--- config.mk ---
export PLATFORM = sky130hd
export DESIGN_NAME = pps_time_discipline
export DESIGN_NICKNAME = d
export VERILOG_FILES = /design/src/rtl/core/ptd_pkg.sv /design/src/rtl/core/ptd_cfg_regs.sv /design/src/rtl/core/ptd_serial_div.sv /design/src/rtl/core/pps_time_discipline.sv
export SDC_FILE = /design/constraint.sdc
export NUM_CORES = 2
export LEC_CHECK = 0
export BUFFER_PORTS_ARGS = -buffer_cell sky130_fd_sc_hd__buf_2
export CORE_ASPECT_RATIO = 0.9
export CORE_MARGIN = 4
export CORE_UTILIZATION = 30
export DETAILED_ROUTE_END_ITERATION = 8
export HOLD_SLACK_MARGIN = 0.06
export PLACE_DENSITY = 0.58
export SYNTH_ARGS = -nofsm -noshare
export SYNTH_HDL_FRONTEND = slang
export SYNTH_SLANG_ARGS = --single-unit
export TNS_END_PERCENT = 10
--- constraint.sdc ---
create_clock -name clk_i -period 10.42 [get_ports clk_i]
set_clock_uncertainty 0.15 [all_clocks]
set_input_delay 0.521 -clock clk_i [delete_from_list [all_inputs] [get_ports clk_i]]
set_output_delay 0.521 -clock clk_i [all_outputs]
set_load 0.01 [all_outputs]
--- src/rtl/core/ptd_pkg.sv ---
`default_nettype none

package ptd_pkg;

  // register widths
  localparam int unsigned SOURCE_W = 8;
  localparam int unsigned PERIOD_W = 40;
  localparam logic [PERIOD_W-1:0] PERIOD_RESET = 40'd300000000;

  // apb port sizes
  localparam int unsigned APB_ADDR_W = 4;
  localparam int unsigned APB_DATA_W = 64;

  // serial divider word width
  localparam int unsigned DIV_W = 64;

  typedef struct packed {
    logic [SOURCE_W-1:0] source_id;
    logic [PERIOD_W-1:0] period_us;
  } cfg_t;

  typedef struct packed {
    logic             start;
    logic [DIV_W-1:0] numer;
    logic [DIV_W-1:0] denom;
  } div_req_t;

  typedef struct packed {
    logic             done;
    logic [DIV_W-1:0] quot;
    logic [DIV_W-1:0] rem;
  } div_rsp_t;

endpackage

`default_nettype wire

--- src/rtl/core/ptd_cfg_regs.sv ---
`default_nettype none

module ptd_cfg_regs (
  input  wire logic                                clk_i,
  input  wire logic                                rst_ni,
  input  wire logic                                psel,
  input  wire logic                                penable,
  input  wire logic                                pwrite,
  input  wire logic [ptd_pkg::APB_ADDR_W-1:0]      paddr,
  input  wire logic [ptd_pkg::APB_DATA_W-1:0]      pwdata,
  output logic      [ptd_pkg::APB_DATA_W-1:0]      prdata,
  output logic                                     pready,
  output ptd_pkg::cfg_t                            cfg_o
);

  // register index, taken from the 8-byte slot of the address
  localparam logic RegSourceId = 1'b0;
  localparam logic RegPeriod   = 1'b1;

  logic                          reg_sel;
  logic                          wr_en;
  logic [ptd_pkg::SOURCE_W-1:0]  source_id_q;
  logic [ptd_pkg::PERIOD_W-1:0]  period_q;

  assign pready  = 1'b1;
  assign reg_sel = paddr[3];
  assign wr_en   = psel && penable && pwrite && pready;

  always_ff @(posedge clk_i or negedge rst_ni) begin
    if (!rst_ni) begin
      source_id_q <= '0;
      period_q    <= ptd_pkg::PERIOD_RESET;
    end else if (wr_en) begin
      unique case (reg_sel)
        RegSourceId: source_id_q <= pwdata[ptd_pkg::SOURCE_W-1:0];
        RegPeriod:   period_q    <= pwdata[ptd_pkg::PERIOD_W-1:0];
        default:     ;
      endcase
    end
  end

  always_comb begin
    prdata = '0;
    unique case (reg_sel)
      RegSourceId: prdata[ptd_pkg::SOURCE_W-1:0] = source_id_q;
      RegPeriod:   prdata[ptd_pkg::PERIOD_W-1:0] = period_q;
      default:     ;
    endcase
  end

  assign cfg_o.source_id = source_id_q;
  assign cfg_o.period_us = period_q;

endmodule

`default_nettype wire

--- src/rtl/core/ptd_serial_div.sv ---
`default_nettype none

// restoring divider, one quotient bit per cycle
module ptd_serial_div (
  input  wire logic              clk_i,
  input  wire logic              rst_ni,
  input  wire ptd_pkg::div_req_t req_i,
  output ptd_pkg::div_rsp_t      rsp_o
);

  localparam int unsigned W    = ptd_pkg::DIV_W;
  localparam int unsigned CntW = $clog2(W + 1);

  logic [W-1:0]    num_q;
  logic [W-1:0]    rem_q;
  logic [W-1:0]    den_q;
  logic [CntW-1:0] cnt_q;
  logic            done_q;
  logic [W:0]      trial;
  logic [W:0]      diff;
  logic            fits;

  always_comb begin
    trial = {rem_q, num_q[W-1]};
    diff  = trial - {1'b0, den_q};
    fits  = trial >= {1'b0, den_q};
  end

  always_ff @(posedge clk_i or negedge rst_ni) begin
    if (!rst_ni) begin
      cnt_q  <= '0;
      done_q <= 1'b0;
    end else begin
      done_q <= 1'b0;
      if (req_i.start) begin
        cnt_q <= CntW'(W);
      end else if (cnt_q != '0) begin
        cnt_q  <= cnt_q - 1'b1;
        done_q <= (cnt_q == CntW'(1));
      end
    end
  end

  // quotient bits shift in behind the numerator
  always_ff @(posedge clk_i) begin
    if (req_i.start) begin
      num_q <= req_i.numer;
      rem_q <= '0;
      den_q <= req_i.denom;
    end else if (cnt_q != '0) begin
      num_q <= {num_q[W-2:0], fits};
      rem_q <= fits ? diff[W-1:0] : trial[W-1:0];
    end
  end

  assign rsp_o.done = done_q;
  assign rsp_o.quot = num_q;
  assign rsp_o.rem  = rem_q;

endmodule

`default_nettype wire

--- src/rtl/core/pps_time_discipline.sv ---
`default_nettype none

// PPS time discipline. A PPS word (tuser command 0) captures the local microsecond
// time and arms the block; a timestamp word (command 1) from the configured sender,
// arriving while armed, adds remote_sec*1e6 minus the captured time to a running
// offset sum, counts one sample (saturating at 65535), steps the clock to the
// remote time when the whole seconds differ by more than 3600, and, once more than
// two samples are in, more than half a period has passed since the last adjust
// and the time lies in the first 3 percent of a period, emits now plus the
// truncated mean offset and clears sum and count. Every input word gives exactly
// one result word. The single shared 64-bit restoring divider makes one quotient
// bit per cycle and serves the seconds of the captured time, the time modulo the
// period and the mean offset in turn. A new word is taken when the sequencer is
// idle, even while the previous result waits in the output register. Configuration
// is an APB port: source_id at byte address 0, period_us at byte address 8.
module pps_time_discipline (
  input  wire logic                           clk_i,
  input  wire logic                           rst_ni,
  // slave side
  input  wire logic                           s_axis_tvalid,
  output logic                                s_axis_tready,
  // local_time_us[62:0], sender_id[70:63], remote_sec[102:71],
  // remote_usec[122:103], zero fill
  input  wire logic [127:0]                   s_axis_tdata,
  // command[0]
  input  wire logic [0:0]                     s_axis_tuser,
  // master side
  output logic                                m_axis_tvalid,
  input  wire logic                           m_axis_tready,
  // step_time_us[62:0], adjust_time_us[125:63], zero fill
  output logic [127:0]                        m_axis_tdata,
  // status[1:0], step_valid[2], adjust_valid[3]
  output logic [3:0]                          m_axis_tuser,
  // configuration
  input  wire logic                           psel,
  input  wire logic                           penable,
  input  wire logic                           pwrite,
  input  wire logic [ptd_pkg::APB_ADDR_W-1:0] paddr,
  input  wire logic [ptd_pkg::APB_DATA_W-1:0] pwdata,
  output logic      [ptd_pkg::APB_DATA_W-1:0] prdata,
  output logic                                pready
);

  localparam int unsigned TimeW   = 63;
  localparam int unsigned SumW    = 64;
  localparam int unsigned CountW  = 16;
  localparam int unsigned SecW    = 32;
  localparam int unsigned UsecW   = 20;
  localparam int unsigned ProdW   = SecW + UsecW;
  localparam int unsigned CapSecW = 44;   // seconds of a 63-bit microsecond time
  localparam int unsigned PW      = ptd_pkg::PERIOD_W;
  localparam int unsigned WinW    = 48;

  localparam logic [UsecW-1:0]   UsecPerSec   = 20'd1000000;
  localparam logic [CapSecW-1:0] StepLimitSec = 44'd3600;
  localparam logic [CountW-1:0]  MinSamples   = 16'd2;
  localparam logic [WinW-1:0]    WindowDen    = 48'd100;

  localparam logic CmdPps = 1'b0;

  localparam logic [1:0] StatPps         = 2'd0;
  localparam logic [1:0] StatWrongSender = 2'd1;
  localparam logic [1:0] StatNoPps       = 2'd2;
  localparam logic [1:0] StatSample      = 2'd3;

  typedef enum logic [3:0] {
    ST_IDLE,
    ST_DECODE,
    ST_PPS_DIV,
    ST_MUL,
    ST_EVAL,
    ST_QUAL,
    ST_MOD_DIV,
    ST_AVG_DIV,
    ST_FINISH
  } state_e;

  ptd_pkg::cfg_t     cfg;
  ptd_pkg::div_req_t div_req;
  ptd_pkg::div_rsp_t div_rsp;

  state_e state_q;

  // latched input word
  logic                         cmd_q;
  logic [TimeW-1:0]             local_q;
  logic [ptd_pkg::SOURCE_W-1:0] sender_q;
  logic [SecW-1:0]              rsec_q;
  logic [UsecW-1:0]             rusec_q;

  // discipline state
  logic                         armed_q;
  logic [TimeW-1:0]             cap_q;
  logic [CapSecW-1:0]           cap_sec_q;
  logic [SumW-1:0]              sum_q;
  logic [CountW-1:0]            cnt_q;
  logic [TimeW-1:0]             last_q;

  // per-item work registers
  logic [ProdW-1:0]             prod_q;
  logic                         step_q;
  logic [TimeW-1:0]             now_q;
  logic [PW+1:0]                lim3_q;
  logic                         neg_q;

  // pending result
  logic [1:0]                   res_status_q;
  logic                         res_step_v_q;
  logic [TimeW-1:0]             res_step_t_q;
  logic                         res_adj_v_q;
  logic [TimeW-1:0]             res_adj_t_q;

  // output register
  logic                         out_valid_q;
  logic [1:0]                   out_status_q;
  logic                         out_step_v_q;
  logic [TimeW-1:0]             out_step_t_q;
  logic                         out_adj_v_q;
  logic [TimeW-1:0]             out_adj_t_q;

  // combinational helpers
  logic [CapSecW-1:0]           rsec_ext;
  logic [CapSecW-1:0]           dsec;
  logic [TimeW-1:0]             step_t;
  logic [SumW-1:0]              sum_d;
  logic [CountW-1:0]            cnt_d;
  logic [TimeW-1:0]             elapsed;
  logic                         qualify;
  logic [PW:0]                  rem_inc;
  logic [WinW-1:0]              win_lhs;
  logic                         win_ok;
  logic [SumW-1:0]              sum_mag;
  logic [TimeW-1:0]             adj_t;

  ptd_cfg_regs u_cfg (
    .clk_i   (clk_i),
    .rst_ni  (rst_ni),
    .psel    (psel),
    .penable (penable),
    .pwrite  (pwrite),
    .paddr   (paddr),
    .pwdata  (pwdata),
    .prdata  (prdata),
    .pready  (pready),
    .cfg_o   (cfg)
  );

  ptd_serial_div u_div (
    .clk_i  (clk_i),
    .rst_ni (rst_ni),
    .req_i  (div_req),
    .rsp_o  (div_rsp)
  );

  assign s_axis_tready = (state_q == ST_IDLE);

  always_comb begin
    // distance in whole seconds between remote and captured time
    rsec_ext = CapSecW'(rsec_q);
    dsec     = (rsec_ext >= cap_sec_q) ? (rsec_ext - cap_sec_q) : (cap_sec_q - rsec_ext);

    step_t = TimeW'(prod_q) + TimeW'(rusec_q);
    sum_d  = sum_q + SumW'(prod_q) - SumW'(cap_q);
    cnt_d  = (cnt_q == '1) ? cnt_q : cnt_q + 1'b1;

    // half-period test on the already updated count
    elapsed = now_q - last_q;
    qualify = (cnt_q > MinSamples) && (cfg.period_us != '0) && (now_q > last_q) &&
              (elapsed > TimeW'(cfg.period_us >> 1));

    // r < floor(3p/100) is the same as 100*(r+1) <= 3p
    rem_inc = {1'b0, div_rsp.rem[PW-1:0]} + 1'b1;
    win_lhs = WinW'(rem_inc) * WindowDen;
    win_ok  = win_lhs <= WinW'(lim3_q);

    sum_mag = sum_q[SumW-1] ? (~sum_q + 1'b1) : sum_q;
    adj_t   = neg_q ? (now_q - div_rsp.quot[TimeW-1:0]) : (now_q + div_rsp.quot[TimeW-1:0]);
  end

  // divider requests
  always_comb begin
    div_req = '0;
    unique case (state_q)
      ST_DECODE: begin
        if (cmd_q == CmdPps) begin
          div_req.start = 1'b1;
          div_req.numer = ptd_pkg::DIV_W'(local_q);
          div_req.denom = ptd_pkg::DIV_W'(UsecPerSec);
        end
      end
      ST_QUAL: begin
        if (qualify) begin
          div_req.start = 1'b1;
          div_req.numer = ptd_pkg::DIV_W'(now_q);
          div_req.denom = ptd_pkg::DIV_W'(cfg.period_us);
        end
      end
      ST_MOD_DIV: begin
        if (div_rsp.done && win_ok) begin
          div_req.start = 1'b1;
          div_req.numer = sum_mag;
          div_req.denom = ptd_pkg::DIV_W'(cnt_q);
        end
      end
      default: ;
    endcase
  end

  always_ff @(posedge clk_i or negedge rst_ni) begin
    if (!rst_ni) begin
      state_q      <= ST_IDLE;
      cmd_q        <= 1'b0;
      local_q      <= '0;
      sender_q     <= '0;
      rsec_q       <= '0;
      rusec_q      <= '0;
      armed_q      <= 1'b0;
      cap_q        <= '0;
      cap_sec_q    <= '0;
      sum_q        <= '0;
      cnt_q        <= '0;
      last_q       <= '0;
      prod_q       <= '0;
      step_q       <= 1'b0;
      now_q        <= '0;
      lim3_q       <= '0;
      neg_q        <= 1'b0;
      res_status_q <= StatPps;
      res_step_v_q <= 1'b0;
      res_step_t_q <= '0;
      res_adj_v_q  <= 1'b0;
      res_adj_t_q  <= '0;
      out_valid_q  <= 1'b0;
      out_status_q <= StatPps;
      out_step_v_q <= 1'b0;
      out_step_t_q <= '0;
      out_adj_v_q  <= 1'b0;
      out_adj_t_q  <= '0;
    end else begin
      // in the finish state the output register is either reloaded or held
      if (m_axis_tready && (state_q != ST_FINISH)) begin
        out_valid_q <= 1'b0;
      end

      unique case (state_q)
        ST_IDLE: begin
          if (s_axis_tvalid) begin
            cmd_q    <= s_axis_tuser[0];
            local_q  <= s_axis_tdata[62:0];
            sender_q <= s_axis_tdata[70:63];
            rsec_q   <= s_axis_tdata[102:71];
            rusec_q  <= s_axis_tdata[122:103];
            state_q  <= ST_DECODE;
          end
        end

        ST_DECODE: begin
          res_step_v_q <= 1'b0;
          res_step_t_q <= '0;
          res_adj_v_q  <= 1'b0;
          res_adj_t_q  <= '0;
          if (cmd_q == CmdPps) begin
            cap_q        <= local_q;
            armed_q      <= 1'b1;
            res_status_q <= StatPps;
            state_q      <= ST_PPS_DIV;
          end else if (sender_q != cfg.source_id) begin
            res_status_q <= StatWrongSender;
            state_q      <= ST_FINISH;
          end else if (!armed_q) begin
            res_status_q <= StatNoPps;
            state_q      <= ST_FINISH;
          end else begin
            res_status_q <= StatSample;
            state_q      <= ST_MUL;
          end
        end

        // captured seconds come out of the divider
        ST_PPS_DIV: begin
          if (div_rsp.done) begin
            cap_sec_q <= div_rsp.quot[CapSecW-1:0];
            state_q   <= ST_FINISH;
          end
        end

        ST_MUL: begin
          prod_q  <= rsec_q * UsecPerSec;
          step_q  <= dsec > StepLimitSec;
          state_q <= ST_EVAL;
        end

        ST_EVAL: begin
          now_q        <= step_q ? step_t : local_q;
          res_step_v_q <= step_q;
          res_step_t_q <= step_q ? step_t : '0;
          sum_q        <= sum_d;
          cnt_q        <= cnt_d;
          armed_q      <= 1'b0;
          state_q      <= ST_QUAL;
        end

        ST_QUAL: begin
          lim3_q  <= {2'b00, cfg.period_us} + {1'b0, cfg.period_us, 1'b0};
          state_q <= qualify ? ST_MOD_DIV : ST_FINISH;
        end

        ST_MOD_DIV: begin
          if (div_rsp.done) begin
            neg_q   <= sum_q[SumW-1];
            state_q <= win_ok ? ST_AVG_DIV : ST_FINISH;
          end
        end

        // averaged correction taken: restart the average
        ST_AVG_DIV: begin
          if (div_rsp.done) begin
            res_adj_v_q <= 1'b1;
            res_adj_t_q <= adj_t;
            last_q      <= now_q;
            sum_q       <= '0;
            cnt_q       <= '0;
            state_q     <= ST_FINISH;
          end
        end

        ST_FINISH: begin
          if (!out_valid_q || m_axis_tready) begin
            out_valid_q  <= 1'b1;
            out_status_q <= res_status_q;
            out_step_v_q <= res_step_v_q;
            out_step_t_q <= res_step_t_q;
            out_adj_v_q  <= res_adj_v_q;
            out_adj_t_q  <= res_adj_t_q;
            state_q      <= ST_IDLE;
          end
        end

        default: state_q <= ST_IDLE;
      endcase
    end
  end

  assign m_axis_tvalid = out_valid_q;
  assign m_axis_tuser  = {out_adj_v_q, out_step_v_q, out_status_q};
  assign m_axis_tdata  = {2'b00, out_adj_t_q, out_step_t_q};

  // one word in flight through the sequencer
  assert property (@(posedge clk_i) disable iff (!rst_ni)
    s_axis_tvalid && s_axis_tready |=> !s_axis_tready)
    else $error("input taken while a word is still in progress");

  // an adjust only ever rides on a used sample
  assert property (@(posedge clk_i) disable iff (!rst_ni)
    m_axis_tvalid && m_axis_tuser[3] |-> m_axis_tuser[1:0] == StatSample)
    else $error("adjust flagged on a result that used no sample");

  // divider finishes only while the sequencer waits for it
  assert property (@(posedge clk_i) disable iff (!rst_ni)
    div_rsp.done |-> (state_q == ST_PPS_DIV) || (state_q == ST_MOD_DIV) ||
                     (state_q == ST_AVG_DIV))
    else $error("divider result arrived outside a divide state");

  // a used sample disarms the pps capture
  assert property (@(posedge clk_i) disable iff (!rst_ni)
    state_q == ST_EVAL |=> !armed_q && (state_q == ST_QUAL))
    else $error("pps still armed after a sample was used");

endmodule

`default_nettype wire
# After elaboration in Yosys (flattened, before gate mapping)

Cells that the tools add are included.
Widths: inputs -> output; s select.

Add/sub/neg operators: 14
$mul: 2
Magnitude comparators: 7
Eq/ne operators: 19
Muxes and demuxes: 47
Bitwise logic cells: 3
Reductions and logical operators: 30

Operators with widths:

| kind                   | number |
|---|---|
| $mux 129               | 3 |
| $pmux 129 s3           | 1 |
| $mux 64                | 5 |
| $pmux 63 s2            | 2 |
| $mux 63                | 3 |
| $pmux 64 s2            | 1 |
| $sub 63x63->63         | 2 |
| $ge 65x64->1           | 1 |
| $add 64x1->64 const B  | 1 |
| $add 64x52->64         | 1 |
| $not 64->64            | 1 |
| $sub 64x63->64         | 1 |
| $sub 64x64->64         | 1 |
| $add 63x63->63         | 1 |
| $gt 63x39->1           | 1 |
| $gt 63x63->1           | 1 |
| $add 52x20->53         | 1 |
| $mux 53                | 1 |
| $le 48x42->1           | 1 |
| $mul 32x14->46 const B | 1 |
| $mul 41x5->46 const B  | 1 |
| $ge 32x44->1           | 1 |
| $gt 44x12->1 const B   | 1 |
| $mux 44                | 1 |
| 39 further kinds       | 88 |

Register bits: 1041
Output and inout port bits: 199
Logic and storage cells: 157

# Depth between registers and ports, before layout

Depth in word-level cells: 7
Gate-level depth with buffers: 43

# By module

A second synthesis with hierarchy kept.

Cell total of the unflattened synthesis: 8967
Area, all modules: 80656.1 um^2

By module, submodules not included:

| module              | instances | cells an instance | area an instance (um^2) |
|---|---|---|---|
| pps_time_discipline | 1         | 7592              | 66632.7 |
| ptd_serial_div      | 1         | 1202              | 11726.2 |
| ptd_cfg_regs        | 1         | 173               | 2297.2 |

# Worst setup path after synthesis

No wires, ideal clock.

Kind: register -> register
Start point: reg u_div.rem_q[5]
End point: reg u_div.num_q[0] (enable)
Setup time: 0.432 ns
Arrival: 9.665 ns
Data required time: 9.838 ns
Slack: 0.173 ns
Cell stages (with the launch flop): 41
Path buffers: 3
Period minus slack after synthesis: 10.247 ns
Cell sequence: dfxtp_1 > nand3_1 > or3_1 > or2_2 > nor2_1 > nand4_1 > nor2_1 > and4_1 > clkbuf_1 > nand3_1 > xor2_1 > inv_1 > ha_1 > ha_1 > inv_1 > fa_1 > inv_1 > ha_1 > (+5 left out) > o21ai_0 > a21o_1 > a21oi_1 > o21bai_1 > a21oi_1 > xnor2_1 > ha_1 > nand4_1 > nor3_1 > nand3_1 > a211oi_1 > nand4_1 > nor3_1 > nor2_1 > clkbuf_1 > o21ai_0 > clkbuf_1 > nand2b_1

Word-level cells in the longest chain between the ends: 7

RTL lines:

| item                               | line                       | source |
|---|---|---|
| start, declared                    | ptd_serial_div.sv:15       | `logic [W-1:0] rem_q;` |
| start signal, assigned             | ptd_serial_div.sv:52       | `rem_q <= fits ? diff[W-1:0] : trial[W-1:0];` |
| $add 40x1->41                      | pps_time_discipline.sv:172 | `rem_inc = {1'b0, div_rsp.rem[PW-1:0]} + 1'b1;` |
| $mul 41x5->46                      | pps_time_discipline.sv:173 | `win_lhs = WinW'(rem_inc) * WindowDen;` |
| $le 48x42->1                       | pps_time_discipline.sv:174 | `win_ok = win_lhs <= WinW'(lim3_q);` |
| $logic_and 1x1->1                  | pps_time_discipline.sv:199 | `if (div_rsp.done && win_ok) begin` |
| $mux 129                           | pps_time_discipline.sv:199 |  |
| $pmux 129 s3                       | pps_time_discipline.sv:183 | `unique case (state_q)` |
| $reduce_bool 2->1 (no source line) | -                          |  |
| end signal, assigned               | ptd_serial_div.sv:47       | `num_q <= req_i.numer;` |
| end signal, assigned               | ptd_serial_div.sv:51       | `num_q <= {num_q[W-2:0], fits};` |
| end, declared                      | ptd_serial_div.sv:14       | `logic [W-1:0] num_q;` |

No other way between the ends.
A chain may end at the register's enable or synchronous reset.

# Final worst setup path

Start point: reg u_div.rem_q[0]
End point: reg u_div.num_q[1], data pin

Word-level cells in the longest chain between the ends: 7

RTL lines:

| item              | line                       | source |
|---|---|---|
| $add 40x1->41     | pps_time_discipline.sv:172 |  |
| $mul 41x5->46     | pps_time_discipline.sv:173 |  |
| $le 48x42->1      | pps_time_discipline.sv:174 |  |
| $logic_and 1x1->1 | pps_time_discipline.sv:199 |  |
| $mux 129          | pps_time_discipline.sv:199 |  |
| $pmux 129 s3      | pps_time_discipline.sv:183 |  |
| $mux 64           | ptd_serial_div.sv:46       | `if (req_i.start) begin` |

No other way between the ends.

==> impl_metrics.py <==
metrics = {
    "grt": {
        "antenna_found_initial": 12,
        "grt_usage_pct": 18.3,
        "grt_pass1_vias": 64400,
        "grt_pass1_wl_um": 388000,
        "grt_max_degree": 166,
        "grt_overflow_total": 0,
    },
    "cts": {
        "clk_pin_slew_ps": 70,
        "htreeDepth": 3,
        "cts_buffer_depth": 3,
        "cts_root_buffer": "clkbuf_16",
        "cts.sinks": 997,
        "post_cts_resized": 0,
        "numCtsBuffers": 117,
        "cts_tree": "yes",
        "clk_latency_ps": 780,
    },
    "route": {
        "num_vias": 64200,
        "postRouteAntennaNets": 0,
        "via_per_inst": 5.12,
        "post_drt_wl_per_cell_um": 20.2,
        "drt_iter0_drc": 4808,
        "wl_um": 253000,
        "first_pass_iters": 6,
        "drc": 0,
    },
    "timing": {
        "finalCriticalPeriod_ps": 9490,
        "tns_ps": 0,
        "hold_violations": 0,
        "worst_pin_slew_ps": 1110,
        "setup_viol": 0,
        "max_slew_margin_pct": 25.0,
        "grt_setup_unrepaired": "false",
        "fin_crit_sh_pct": 91.1,
        "drv_slew": 0,
        "fmax_mhz": 105,
    },
    "place": {
        "place.gp.congestion": 0.930,
        "dp_hpwl_um": 200000,
        "dp.cells": 12100,
        "io_buffers": 333,
    },
    "die": {
        "dieWidth_um": 546,
        "start_util_pct": 30.2,
        "core_mm2": 0.259,
        "num_rows": 177,
        "die_area_mm2": 0.269,
        "die_h_um": 492,
        "ios": 403,
    },
    "setup_path": {
        "critical_path_class": "register to register",
        "cp.required_ps": 10750,
        "cp_data_arrival_time_ps": 9820,
        "slowest_delay_ps": 570,
        "cp-end-kind": "register",
        "cp-start-kind": "register",
        "path_max_fanout": 18,
        "crit_buf_inv": 5,
        "critical-path-top-delay-family": "simple AND/OR/NAND/NOR gates",
        "crit_path_top_delay_cell": "dfxtp_1",
    },
    "logic_synthesis": {
        "synth_seq_cells": 997,
        "syn_inst": 8662,
        "ys.flop_type": "dfrtp_1",
        "seq_area_frac_synth_pct": 32.2,
        "synth_enable_flop_cells": 104,
        "syn_area_mm2": 0.0782,
        "async_flop_share_pct": 83.1,
        "yosysWarningCount": 0,
        "avgSynthCellArea_um2": 9.03,
        "yosysTopAreaCellShare_pct": 26.2,
        "yosysTopAreaCell": "dfrtp_1",
        "synthTopCellsByArea": "dfrtp_1, ha_1, fa_1",
        "synth_commonest_cells": "inv_1, dfrtp_1, nand2_1, ha_1, o21ai_0",
        "synth_most_common_cell": "inv_1",
        "yosysUniqueCellTypes": 85,
    },
    "job": {
        "drv_cap": 0,
    },
    "run_status": {
        "status": "completed",
    },
    "hold_path": {
        "hold_path.class": "primary input to async pin",
    },
    "cells_and_area": {
        "fin_nets": 10200,
        "area_delta_synth_final_pct": 14.4,
        "drive_above_1_share_pct": 11.7,
        "stdcell_count": 12500,
    },
}
[stage by stage]
step	util, %	cell area (µm²)	hold WS [ps]	worst slack, ps
CTS	34.5	89400	196	873
global placement	32.3	83600	311	963
detailed placement	32.3	83600	316	904
global route	34.5	89400	266	140
finish	34.5	89400	226	927
floorplan	-	78300	75.4	173
[sequential cells by signal (all words and copies together) (netlist names), 4 cells and up]
signal / flops
sum_q: 64
u_div.num_q: 64
u_div.rem_q: 64
cap_q: 63
last_q: 63
local_q: 63
now_q: 63
out_adj_t_q: 63
res_adj_t_q: 63
out_step_t_q: 53
res_step_t_q: 53
prod_q: 46
cap_sec_q: 44
lim3_q: 42
u_cfg.period_q: 40
u_div.den_q: 40
rsec_q: 32
rusec_q: 20
cnt_q: 16
sender_q: 8
u_cfg.source_id_q: 8
u_div.cnt_q: 7
state_q: 4
[kinds of logic (layout without fill, tap and decap cells)]
| family | count (synthesis) | after routing | share of synthesized area [%] |
|---|---|---|---|
| mux | 445 | 445 | 6.28 |
| xor+xnor | 592 | 592 | 6.63 |
| compound gates | 2129 | 2129 | 17.0 |
| other cells | 2 | 41 | 0.00960 |
| fa+ha+maj | 971 | 971 | 17.7 |
| simple gates | 2266 | 2266 | 14.0 |
| buf+inv | 1260 | 1687 | 6.25 |
| flops | 997 | 997 | 32.2 |
[metal layers]
| layer | share of wire [%] | GRT usage [%] |
|---|---|---|
| met5 | 0 | 0 |
| met4 | 4.2 | 6.84 |
| met3 | 4.9 | 1.98 |
| met2 | 45 | 29.6 |
| met1 | 46 | 25.3 |
[path summary, 6_finish.rpt]
path | start | endpoint | slack (ps) | cells past startpoint
worst max-delay path | u_div.rem_q[0] | u_div.num_q[1] | 930 | 38
min in group clk_i | s_axis_tvalid | state_q[0] | 280 | 5
worst max register to register | u_div.rem_q[0] | u_div.num_q[1] | 930 | 38
max in group asynchronous | rst_ni | u_cfg.period_q[29] | 7660 | 4
worst min register to register | u_div.cnt_q[6] | u_div.cnt_q[6] | 330 | 1
worst min-delay path | rst_ni | out_step_t_q[47] | 230 | 2
[what timing repair did]
item                                   in CTS  in global routing
endpoints found under the hold margin     258                  0
hold buffers                              166                  0
buffers inserted                            0                  0
setup endpoints to repair                   0                  0
[layout by cell type, fill, tap and decap left out, types with 97 or more instances in the layout]
| cell | count |
|---|---|
| mux2_2 | 366 |
| nand4_1 | 134 |
| inv_1 | 883 |
| o21ai_0 | 671 |
| ha_1 | 746 |
| and2_1 | 97 |
| xor2_1 | 211 |
| edfxtp_1 | 104 |
| clkbuf_16 | 122 |
| xnor2_1 | 381 |
| nand3_1 | 211 |
| a21o_1 | 272 |
| fa_1 | 225 |
| nor3_1 | 147 |
| a21oi_1 | 520 |
| buf_2 | 332 |
| dlygate4sd3_1 | 166 |
| nor2_1 | 421 |
| dfrtp_1 | 816 |
| nand2_1 | 784 |
[final cells by class]
| type | count | area (µm²) |
|---|---|---|
| Tap cell | 3401 | 4260 |
| Inverter | 883 | 3310 |
| Timing Repair Buffer | 582 | 4050 |
| Sequential cell | 997 | 25200 |
| Clock inverter | 61 | 808 |
| Multi-Input combinational cell | 6440 | 48400 |
| Fill cell | 26200 | 169000 |
| Antenna cell | 4 | 10.0 |
| Clock buffer | 161 | 3400 |
Power is left out: the tool's default activity adds up to more than one toggle a clock period on the data nets, which glitch-free logic cannot reach.
